### config.mk
export PLATFORM = sky130hd
export DESIGN_NAME = reentrant_lock_with_wait_queue
export DESIGN_NICKNAME = d
export VERILOG_FILES = /design/src/rtl/rlwq_pkg.sv /design/src/rtl/rlwq_ram.sv /design/src/rtl/reentrant_lock_with_wait_queue.sv
export SDC_FILE = /design/constraint.sdc
export NUM_CORES = 1
export LEC_CHECK = 0
export BUFFER_PORTS_ARGS = -buffer_cell sky130_fd_sc_hd__buf_2
export CAP_MARGIN = 25
export CORE_UTILIZATION = 50
export DETAILED_ROUTE_END_ITERATION = 8
export PLACE_DENSITY_LB_ADDON = 0.3
export SETUP_SLACK_MARGIN = 0.3
export SLEW_MARGIN = 20
export SYNTH_ARGS = -nofsm -noshare
export SYNTH_HDL_FRONTEND = slang
export SYNTH_SLANG_ARGS = --single-unit
### constraint.sdc
create_clock -name clk -period 6.25 [get_ports clk]
set_input_delay 0.3125 -clock clk [delete_from_list [all_inputs] [get_ports clk]]
set_output_delay 0.3125 -clock clk [all_outputs]
set_load 0.01 [all_outputs]
### src/rtl/rlwq_pkg.sv
`timescale 1ns / 1ps
// ----------------------------------------------------------------------------
// Reentrant lock package
// Shared constants, field widths and result codes of the reentrant lock with
// its first-in first-out wait queue.
// ----------------------------------------------------------------------------
package rlwq_pkg;

	// Default parameter values for the top level.
	localparam int DEF_THREADS   = 64;
	localparam int DEF_COUNT_MAX = 255;

	// Fixed field widths of the request and response items.
	localparam int TID_W      = 6;
	localparam int STATUS_W   = 4;
	localparam int HOLD_W     = 8;
	localparam int WAITERS_W  = 7;
	localparam int MIN_SLOTS  = 64;

	// Requested operation.
	localparam logic FUNC_ACQUIRE = 1'b0;
	localparam logic FUNC_RELEASE = 1'b1;

	// Result codes.
	localparam logic [STATUS_W-1:0] ST_GRANTED     = 4'd0;
	localparam logic [STATUS_W-1:0] ST_REENTERED   = 4'd1;
	localparam logic [STATUS_W-1:0] ST_QUEUED      = 4'd2;
	localparam logic [STATUS_W-1:0] ST_STILL_HELD  = 4'd3;
	localparam logic [STATUS_W-1:0] ST_FREED       = 4'd4;
	localparam logic [STATUS_W-1:0] ST_HANDED_OVER = 4'd5;
	localparam logic [STATUS_W-1:0] ST_NOT_OWNER   = 4'd6;
	localparam logic [STATUS_W-1:0] ST_ALREADY_WTG = 4'd7;
	localparam logic [STATUS_W-1:0] ST_SATURATED   = 4'd8;

endpackage

### src/rtl/rlwq_ram.sv
`timescale 1ns / 1ps
// ----------------------------------------------------------------------------
// Generic single-port-write RAM
// One write port and one read port, with the read data registered.
// ----------------------------------------------------------------------------
module rlwq_ram #(
	parameter int WIDTH = 8,
	parameter int DEPTH = 64
) (
	input  logic                     clk,
	input  logic                     we,
	input  logic [$clog2(DEPTH)-1:0] waddr,
	input  logic [WIDTH-1:0]         wdata,
	input  logic                     re,
	input  logic [$clog2(DEPTH)-1:0] raddr,
	output logic [WIDTH-1:0]         rdata
);

	logic [WIDTH-1:0] mem_q [DEPTH];
	logic [WIDTH-1:0] rdata_q;

	// Write and registered read; the read data holds while no read is issued.
	always_ff @(posedge clk) begin
		if (we) begin
			mem_q[waddr] <= wdata;
		end
		if (re) begin
			rdata_q <= mem_q[raddr];
		end
	end

	assign rdata = rdata_q;

endmodule

### src/rtl/reentrant_lock_with_wait_queue.sv
`timescale 1ns / 1ps
// ----------------------------------------------------------------------------
// Reentrant lock with wait queue
// One hardware reentrant mutex whose waiters are kept in a first-in
// first-out queue held in a RAM.
// ----------------------------------------------------------------------------
// Usage:
// A request item (func, thread_id) enters on req_valid/req_stall. func 0 is an
// acquire, func 1 a release. Each request gives exactly one response item on
// rsp_valid/rsp_stall carrying the result code, the thread handed the lock
// (if any), the holder and its repeat count, and the number of waiters.
// When a request is accepted the queue RAM is read at the head slot; in the
// next cycle the registered read data is available, and once the output
// register is free the lock state is updated and the response register is
// loaded. The block takes no new request until the current one has loaded
// its response, since it must first wait for the registered RAM read.
// While a response waits in the output register the block still takes the
// next request; that request is then held in the execute cycle until the
// receiver drops rsp_stall. Reset frees the lock, empties the queue and
// clears every waiting mark; the queue RAM itself needs no clearing, since
// only slots that were written are ever popped.
// ----------------------------------------------------------------------------
module reentrant_lock_with_wait_queue
	import rlwq_pkg::*;
#(
	parameter int THREADS   = DEF_THREADS,
	parameter int COUNT_MAX = DEF_COUNT_MAX
) (
	input  logic                 clk,
	input  logic                 arst_n,
	input  logic                 req_valid,
	output logic                 req_stall,
	input  logic                 func,
	input  logic [TID_W-1:0]     thread_id,
	output logic                 rsp_valid,
	input  logic                 rsp_stall,
	output logic [STATUS_W-1:0]  status,
	output logic                 woken_valid,
	output logic [TID_W-1:0]     woken_thread,
	output logic                 holder_valid,
	output logic [TID_W-1:0]     holder_thread,
	output logic [HOLD_W-1:0]    hold_count,
	output logic [WAITERS_W-1:0] waiter_count
);

	// Derived sizes.
	localparam int SLOTS  = (THREADS > MIN_SLOTS) ? THREADS : MIN_SLOTS;
	localparam int PTR_W  = $clog2(SLOTS);
	localparam int FILL_W = $clog2(SLOTS + 1);
	localparam int CNT_RAW_W = $clog2(COUNT_MAX + 1);
	localparam int CNT_W  = (CNT_RAW_W > HOLD_W) ? CNT_RAW_W : HOLD_W;
	localparam int MARKS  = 2 ** TID_W;

	localparam logic [PTR_W-1:0]  LAST_SLOT = PTR_W'(SLOTS - 1);
	localparam logic [FILL_W-1:0] FULL_FILL = FILL_W'(SLOTS);
	localparam logic [CNT_W-1:0]  CNT_LIMIT = CNT_W'(COUNT_MAX);
	localparam logic [CNT_W-1:0]  CNT_ONE   = CNT_W'(1);

	// Sequencer codes.
	localparam logic ST_IDLE = 1'b0;
	localparam logic ST_EXEC = 1'b1;

	logic                 state_q;
	logic                 func_q;
	logic [TID_W-1:0]     tid_q;

	logic                 owner_q,    owner_d;
	logic [TID_W-1:0]     owner_id_q, owner_id_d;
	logic [CNT_W-1:0]     cnt_q,      cnt_d;
	logic [PTR_W-1:0]     head_q,     head_d;
	logic [PTR_W-1:0]     tail_q,     tail_d;
	logic [FILL_W-1:0]    fill_q,     fill_d;
	logic [MARKS-1:0]     marks_q,    marks_d;

	logic                 rsp_valid_q;
	logic [STATUS_W-1:0]  status_q,  status_d;
	logic                 woken_q,   woken_d;
	logic [TID_W-1:0]     woken_id_q, woken_id_d;

	logic                 accept;
	logic                 fire;
	logic                 push;
	logic [TID_W-1:0]     head_tid;
	logic                 own_match;

	// Handshake: one request in flight; execution waits for a free response slot.
	assign req_stall = (state_q == ST_EXEC);
	assign accept    = req_valid && !req_stall;
	assign fire      = (state_q == ST_EXEC) && (!rsp_valid_q || !rsp_stall);

	// Wait queue storage, read at the head slot when a request is accepted.
	rlwq_ram #(
		.WIDTH (TID_W),
		.DEPTH (SLOTS)
	) u_queue (
		.clk   (clk),
		.we    (push),
		.waddr (tail_q),
		.wdata (tid_q),
		.re    (accept),
		.raddr (head_q),
		.rdata (head_tid)
	);

	assign own_match = owner_q && (owner_id_q == tid_q);

	// Lock update for the request in the execute cycle.
	always_comb begin
		owner_d    = owner_q;
		owner_id_d = owner_id_q;
		cnt_d      = cnt_q;
		head_d     = head_q;
		tail_d     = tail_q;
		fill_d     = fill_q;
		marks_d    = marks_q;
		push       = 1'b0;
		woken_d    = 1'b0;
		woken_id_d = '0;
		status_d   = ST_NOT_OWNER;
		if (func_q == FUNC_ACQUIRE) begin
			if (own_match) begin
				if (cnt_q >= CNT_LIMIT) begin
					status_d = ST_SATURATED;
				end else begin
					cnt_d    = cnt_q + CNT_ONE;
					status_d = ST_REENTERED;
				end
			end else if (!owner_q) begin
				owner_d    = 1'b1;
				owner_id_d = tid_q;
				cnt_d      = CNT_ONE;
				status_d   = ST_GRANTED;
			end else if (marks_q[tid_q] || (fill_q >= FULL_FILL)) begin
				status_d = ST_ALREADY_WTG;
			end else begin
				push           = fire;
				tail_d         = (tail_q == LAST_SLOT) ? '0 : tail_q + PTR_W'(1);
				fill_d         = fill_q + FILL_W'(1);
				marks_d[tid_q] = 1'b1;
				status_d       = ST_QUEUED;
			end
		end else begin
			if (!own_match) begin
				status_d = ST_NOT_OWNER;
			end else if (cnt_q > CNT_ONE) begin
				cnt_d    = cnt_q - CNT_ONE;
				status_d = ST_STILL_HELD;
			end else if (fill_q != '0) begin
				// Final release with waiters: hand the lock to the oldest one.
				head_d            = (head_q == LAST_SLOT) ? '0 : head_q + PTR_W'(1);
				fill_d            = fill_q - FILL_W'(1);
				marks_d[head_tid] = 1'b0;
				owner_id_d        = head_tid;
				cnt_d             = CNT_ONE;
				woken_d           = 1'b1;
				woken_id_d        = head_tid;
				status_d          = ST_HANDED_OVER;
			end else begin
				owner_d    = 1'b0;
				owner_id_d = '0;
				cnt_d      = '0;
				status_d   = ST_FREED;
			end
		end
	end

	// Control and lock state.
	always_ff @(posedge clk or negedge arst_n) begin
		if (!arst_n) begin
			state_q     <= ST_IDLE;
			owner_q     <= 1'b0;
			owner_id_q  <= '0;
			cnt_q       <= '0;
			head_q      <= '0;
			tail_q      <= '0;
			fill_q      <= '0;
			marks_q     <= '0;
			rsp_valid_q <= 1'b0;
		end else begin
			if (accept) begin
				state_q <= ST_EXEC;
			end else if (fire) begin
				state_q <= ST_IDLE;
			end
			if (fire) begin
				owner_q    <= owner_d;
				owner_id_q <= owner_id_d;
				cnt_q      <= cnt_d;
				head_q     <= head_d;
				tail_q     <= tail_d;
				fill_q     <= fill_d;
				marks_q    <= marks_d;
			end
			if (fire) begin
				rsp_valid_q <= 1'b1;
			end else if (!rsp_stall) begin
				rsp_valid_q <= 1'b0;
			end
		end
	end

	// Request capture and response payload.
	always_ff @(posedge clk) begin
		if (accept) begin
			func_q <= func;
			tid_q  <= thread_id;
		end
		if (fire) begin
			status_q   <= status_d;
			woken_q    <= woken_d;
			woken_id_q <= woken_id_d;
		end
	end

	// Holder fields follow the lock registers, which only change on a response.
	assign rsp_valid     = rsp_valid_q;
	assign status        = status_q;
	assign woken_valid   = woken_q;
	assign woken_thread  = woken_id_q;
	assign holder_valid  = owner_q;
	assign holder_thread = owner_id_q;
	assign hold_count    = cnt_q[HOLD_W-1:0];
	assign waiter_count  = fill_q[WAITERS_W-1:0];

endmodule
### Yosys cells after proc, flatten, opt, wreduce, memory -nomap -nowiden

Memories as Yosys holds them, arrays and structs flattened. A register that Yosys moved wholly into a read port is not among the register bits.
Cells that the tools add are included.

* add/sub/neg operators: 6
* multiply operators: 0
* divide/modulo/power cells: 0
* magnitude comparators: 7
* eq/ne operators: 13
* shifts and indexed selects: 0
* mux-type cells: 59
* bitwise gates (word level): 7
* reductions and logical operators: 20

Operators by type and width (count)
* $mux 64: 7
* $and 64x64->64: 1
* $not 64->64: 1
* $or 64x64->64: 1
* $mux 7: 7
* $mux 6: 8
* $mux 8: 6
* $mux 1: 21
* $reduce_and 5->1: 4
* $lt 6x7->1 const B: 2
* $add 6x1->6 const B: 2
* $demux 1 s6: 2
* $eq 6x6->1 const B: 2
* $ge 6x1->1 const B: 2
* $mux 3: 4
* $mux 4: 3
* $ne 2x2->1 const B: 5
* $add 8x1->8 const B: 1
* $ge 8x8->1 const B: 1
* $gt 8x1->1 const B: 1
* $ne 2x1->1 const B: 4
* $sub 8x1->8 const B: 1
* $add 7x1->7 const B: 1
* $ge 7x7->1 const B: 1
* other kinds (13): 24

* bits in registers: 118
* latch bits: 0
* bits in writable memories: 384
* ROM bits: 0
* bits of input ports: 11
* output and inout port bits: 35
* logic and storage cells: 127
* memories: 1

Memories
* u_queue.mem_q: words 64, width 6, rd ports 1, clocked after memory_dff 1, wr ports 1, RTL line rlwq_ram.sv:19 `logic [WIDTH-1:0] mem_q [DEPTH];`

### Logic depth before layout (Yosys ltp)

* word-level depth: 10
* mapped depth: 13

### Cells and area by module

A second synthesis with hierarchy kept.

* cell total of the unflattened synthesis: 1348
* area total of the unflattened synthesis: 21657.0 um^2

By module, submodules not included
* rlwq_ram: times used 1, cells each 720, area an instance 15285.9 um^2, sequential area each 11711.2 um^2
* reentrant_lock_with_wait_queue: times used 1, cells each 628, area an instance 6371.1 um^2, sequential area each 3042.9 um^2

### Worst setup path before layout

No wires, ideal clock.

* path kind: reg-to-reg
* start: register tid_q[1]
* end: memory u_queue.mem_q[61][0] in the netlist's numbering, enable pin
* arrival time: 3.489 ns
* required time: 5.900 ns
* path slack: 2.411 ns
* cell stages (with the launch flop): 9
* buffers on the path: 1
* path through: edfxtp_1 buf_6 mux4_1 mux2_2 o21ai_2 o22ai_2 nor4_4 nand4_1 nor2_1

* cells in the longest elaborated chain, start to end: 9

RTL lines
* from (decl): RTL line reentrant_lock_with_wait_queue.sv:65 `logic [TID_W-1:0] tid_q;`
* from (signal assigned): RTL line reentrant_lock_with_wait_queue.sv:206 `tid_q <= thread_id;`
* $bmux 1 s6: RTL line reentrant_lock_with_wait_queue.sv:133 `end else if (marks_q[tid_q] || (fill_q >= FULL_FILL)) begin`
* $mux 1 (implied by the code): RTL line reentrant_lock_with_wait_queue.sv:133
* $logic_or 1x1->1: RTL line reentrant_lock_with_wait_queue.sv:133
* $mux 1: RTL line reentrant_lock_with_wait_queue.sv:133
* $mux 1: RTL line reentrant_lock_with_wait_queue.sv:128 `end else if (!owner_q) begin`
* $mux 1 *: RTL line reentrant_lock_with_wait_queue.sv:121 `if (own_match) begin`
* $mux 1 *: RTL line reentrant_lock_with_wait_queue.sv:120 `if (func_q == FUNC_ACQUIRE) begin`
* $mux 1 *: RTL line rlwq_ram.sv:24 `if (we) begin`
* $mux 1 (implied by the code) *: RTL line rlwq_ram.sv:25 `mem_q[waddr] <= wdata;`
* to (decl): RTL line rlwq_ram.sv:19

Every way passes the cells marked *; elsewhere a longest branch is shown, timed or not. The select of a mux whose other input is x is not followed.

### Final worst setup path

* start: register tid_q[1]
* end: memory u_queue.mem_q[34][1] in the netlist's numbering, enable pin

Same word-level chain as after synthesis.

==> run_results.csv <==
group,metric,value,unit
yosys,synth_commonest_cells,"edfxtp_1 (408), mux4_2 (128), nor2_1 (116)",
timing,hold_viol_final,0,
worst_setup_path,crit_required,6.47,ns
worst_setup_path,path_cells,"buf_4 -> mux4_1 -> mux2_2 -> o21ai_2 -> o22ai_2 -> nor4_4 -> nand4_1 -> nor2_1",
worst_setup_path,worst_setup_path_start_kind,"flip-flop",
yosys,syn-num-nets,1316,
timing,setup-violations-final,0,
cts,cts-root-buf,"clkbuf_16",
worst_setup_path,max_stage_delay,1.00,ns
floorplan,core_area,42100,um2
yosys,synth_top_family_by_area,"multiplexers",
cells_and_area,drive_gt1_share,21.7,%
yosys,synth-edff-count,408,
grt,grt_usage,23.5,%
power_and_ir_drop,max-vdd-ir-drop,0.224,mV
floorplan,rows,75,
floorplan,die_y,209,um
yosys,synth-simple-area-share,6.85,%
timing,clock.fmax,205,MHz
timing,drv_slew,0,
yosys,synth_xor_xnor_area_share,0.611,%
worst_setup_path,r2r-start,"tid_q[1]",
grt,grt_pass1_wl,76100,um
placement,place_congestion,0.868,
min_path,worstHoldPathType,"in -> async",
yosys,yosys_warnings,0,
drt,first_pass_iters,6,
power_and_ir_drop,power.total,8480,uW
cts,clkLatencyLatePin,0.61,ns
drt,drc,0,
grt,antenna_found_initial,0,
cts,cts_buffers,52,
outcome,outcome,"completed",
power_and_ir_drop,p_per_area,350,nW/um2
drt,antenna_left,0,
drt,drt-initial-drc-count,1631,
drt,viasPerCell,6.40,
floorplan,boundaryPins,46,
timing,skew,0.0305,ns
cts,cts_buffer_depth,3,
yosys,synth_area,21500,um2
worst_setup_path,end_kind,"flip-flop",
yosys,synthMuxAreaShare,15.4,%
cells_and_area,nets,1379,
yosys,syn_inst,1291,
yosys,synth_top_area_share,57.0,%
worst_setup_path,critical_path.slowest_cell,"nand4_1",
yosys,synth-seq-area-share,68.6,%
floorplan,die_area,43800,um2
cts,ctsHoldBuffers,10,
timing,timing.slew.headroom,29.3,%
grt,grt-ovfl-total,0,
timing,rsz0062_at_grt,"false",
floorplan,start_util,51.0,%
cells_and_area,num_antenna_cells,0,
worst_setup_path,path_delay_family,"simple AND/OR/NAND/NOR gates",
worst_setup_path,cp_data_arrival_time,5.09,ns
timing,period_share,78.0,%
worst_setup_path,crit_start,"tid_q[1]",
floorplan,die_w,209,um
yosys,yosys.area.top_type,"edfxtp_1",
power_and_ir_drop,cellLeakagePower,0.00810,uW
drt,wl_per_cell,25.7,um
timing,fin_tns_setup,0,ns
worst_setup_path,crit_path_max_fanout,46,
yosys,syn_avg_cell_area,16.7,um2
yosys,synth_most_common_cell,"edfxtp_1",
yosys,synth_seq_cells,508,
grt,grt_pass1_vias,12000,
placement,dp_hpwl,30400,um
grt,grt_max_degree,71,
timing,finalCriticalPeriod,4.88,ns
cts,cts_tree,"built",
worst_setup_path,worst-path-buf-inv,1,
yosys,yosys.area_share.adder,0.850,%
cells_and_area,layout-area-overhead-vs-synth,12.7,%
placement,port-buffer-count,45,
cts,clock-sinks,508,
yosys,ys_types,64,
cts,postCtsSetupBuffers,0,
cts,clk_pin_slew_worst_paths,0.06,ns
drt,drt-total-wl,49800,um
job,max_cap_violations,0,
cts,htree_levels,2,
yosys,synth_compound_area_share,5.80,%
worst_setup_path,crit_type,"reg -> reg",
yosys,ys.flop_type,"edfxtp_1",
timing,tightest_slew,1.06,ns
yosys,async_reset_ff_share,19.7,%
drt,vias,12400,
cts,cts_resized,0,
yosys,yosys-top-cells-area,"edfxtp_1 (57%), mux4_2 (13%), dfrtp_1 (12%)",
-- final timing paths --
check                                  endpoint  slack, ns  cells past startpoint
hold / removal                  waiter_count[5]       0.31                      2
setup reg to reg           u_queue.mem_q[34][1]       1.37                      8
hold reg to reg                      marks_q[8]       0.49                      1
setup / recovery           u_queue.mem_q[34][1]       1.37                      8
max in group asynchronous             head_q[0]       4.75                      3
min in group clk                         func_q       0.43                      2
-- flip-flops by register name, summed over array words and instances (netlist names) --
signal / cells
holder_valid: 1
func_q: 1
woken_valid: 1
u_queue.mem_q: 384
marks_q: 64
tid_q: 6
holder_thread: 6
waiter_count: 7
req_stall: 1
rsp_valid: 1
head_q: 6
woken_thread: 6
u_queue.rdata: 6
status: 4
tail_q: 6
hold_count: 8
-- cells in the final DEF (no fill, tap or decap), types with 6 or more instances in the layout --
master	synthesis	routed
buf_2	10	44
nand3_1	15	15
a21oi_1	47	47
or3_1	8	8
xnor2_1	8	8
nor2b_1	11	11
mux2i_1	19	19
buf_4	1	20
nand4_1	22	22
clkinv_2	0	7
mux2_2	10	10
clkbuf_16	0	53
o22ai_1	9	9
o21ai_0	91	91
nor3_1	12	12
edfxtp_1	408	408
ha_1	13	13
clkinv_1	1	9
and2_1	13	13
clkbuf_1	40	8
and3_1	23	23
inv_1	25	25
xor2_1	7	7
o22a_1	14	14
dfrtp_1	100	97
nand2_1	42	42
mux4_2	128	128
nor2_1	116	115
bufinv_16	0	7
nand3b_1	6	6
dlygate4sd3_1	0	10
-- logic make-up after synthesis --
logic type	count (synthesis)
AND/OR/NAND/NOR	290
buffers and inverters	95
XOR/XNOR	15
flip-flops	508
adder cells (fa/ha/maj)	14
AO/OA/AOI/OAI	207
multiplexers	162
-- area by class of cell --
cell class / count / area (um2)
tap: 539 / 674
clock buffer: 66 / 1430
timing repair buffer: 78 / 528
multi-input combinational: 688 / 6360
fill: 3137 / 17900
clock inverter: 32 / 385
inverter: 26 / 97.6
sequential: 508 / 14800
-- where the power goes --
| group | internal (uW) | switching (uW) |
|---|---|---|
| Clock | 1910 | 1310 |
| Combinational | 443 | 746 |
| Sequential | 3890 | 184 |
-- routing by layer --
metal	vias up	global-route usage, %	routed length (um)
met4	0	6.57	1100
met1	6394	35.1	21200
met3	75	4.41	4470
met2	658	35.6	23000
met5	-	0	0
li1	5261	-	-
-- metrics by stage --
stage	std cells	hold WS [ns]	area [um2]	util, %	setup slack [ns]
2_1_floorplan	1291	0.0169	21500	-	2.41
3_5_place_dp	1826	0.425	22300	52.9	1.47
4_1_cts	1934	0.332	24200	57.4	1.45
6_report	1937	0.308	24200	57.5	1.37
3_3_place_gp	1826	0.411	22300	52.9	1.54
5_1_grt	1937	0.356	24200	57.5	1.17
Note: power is estimated with default switching activity, not from simulation.
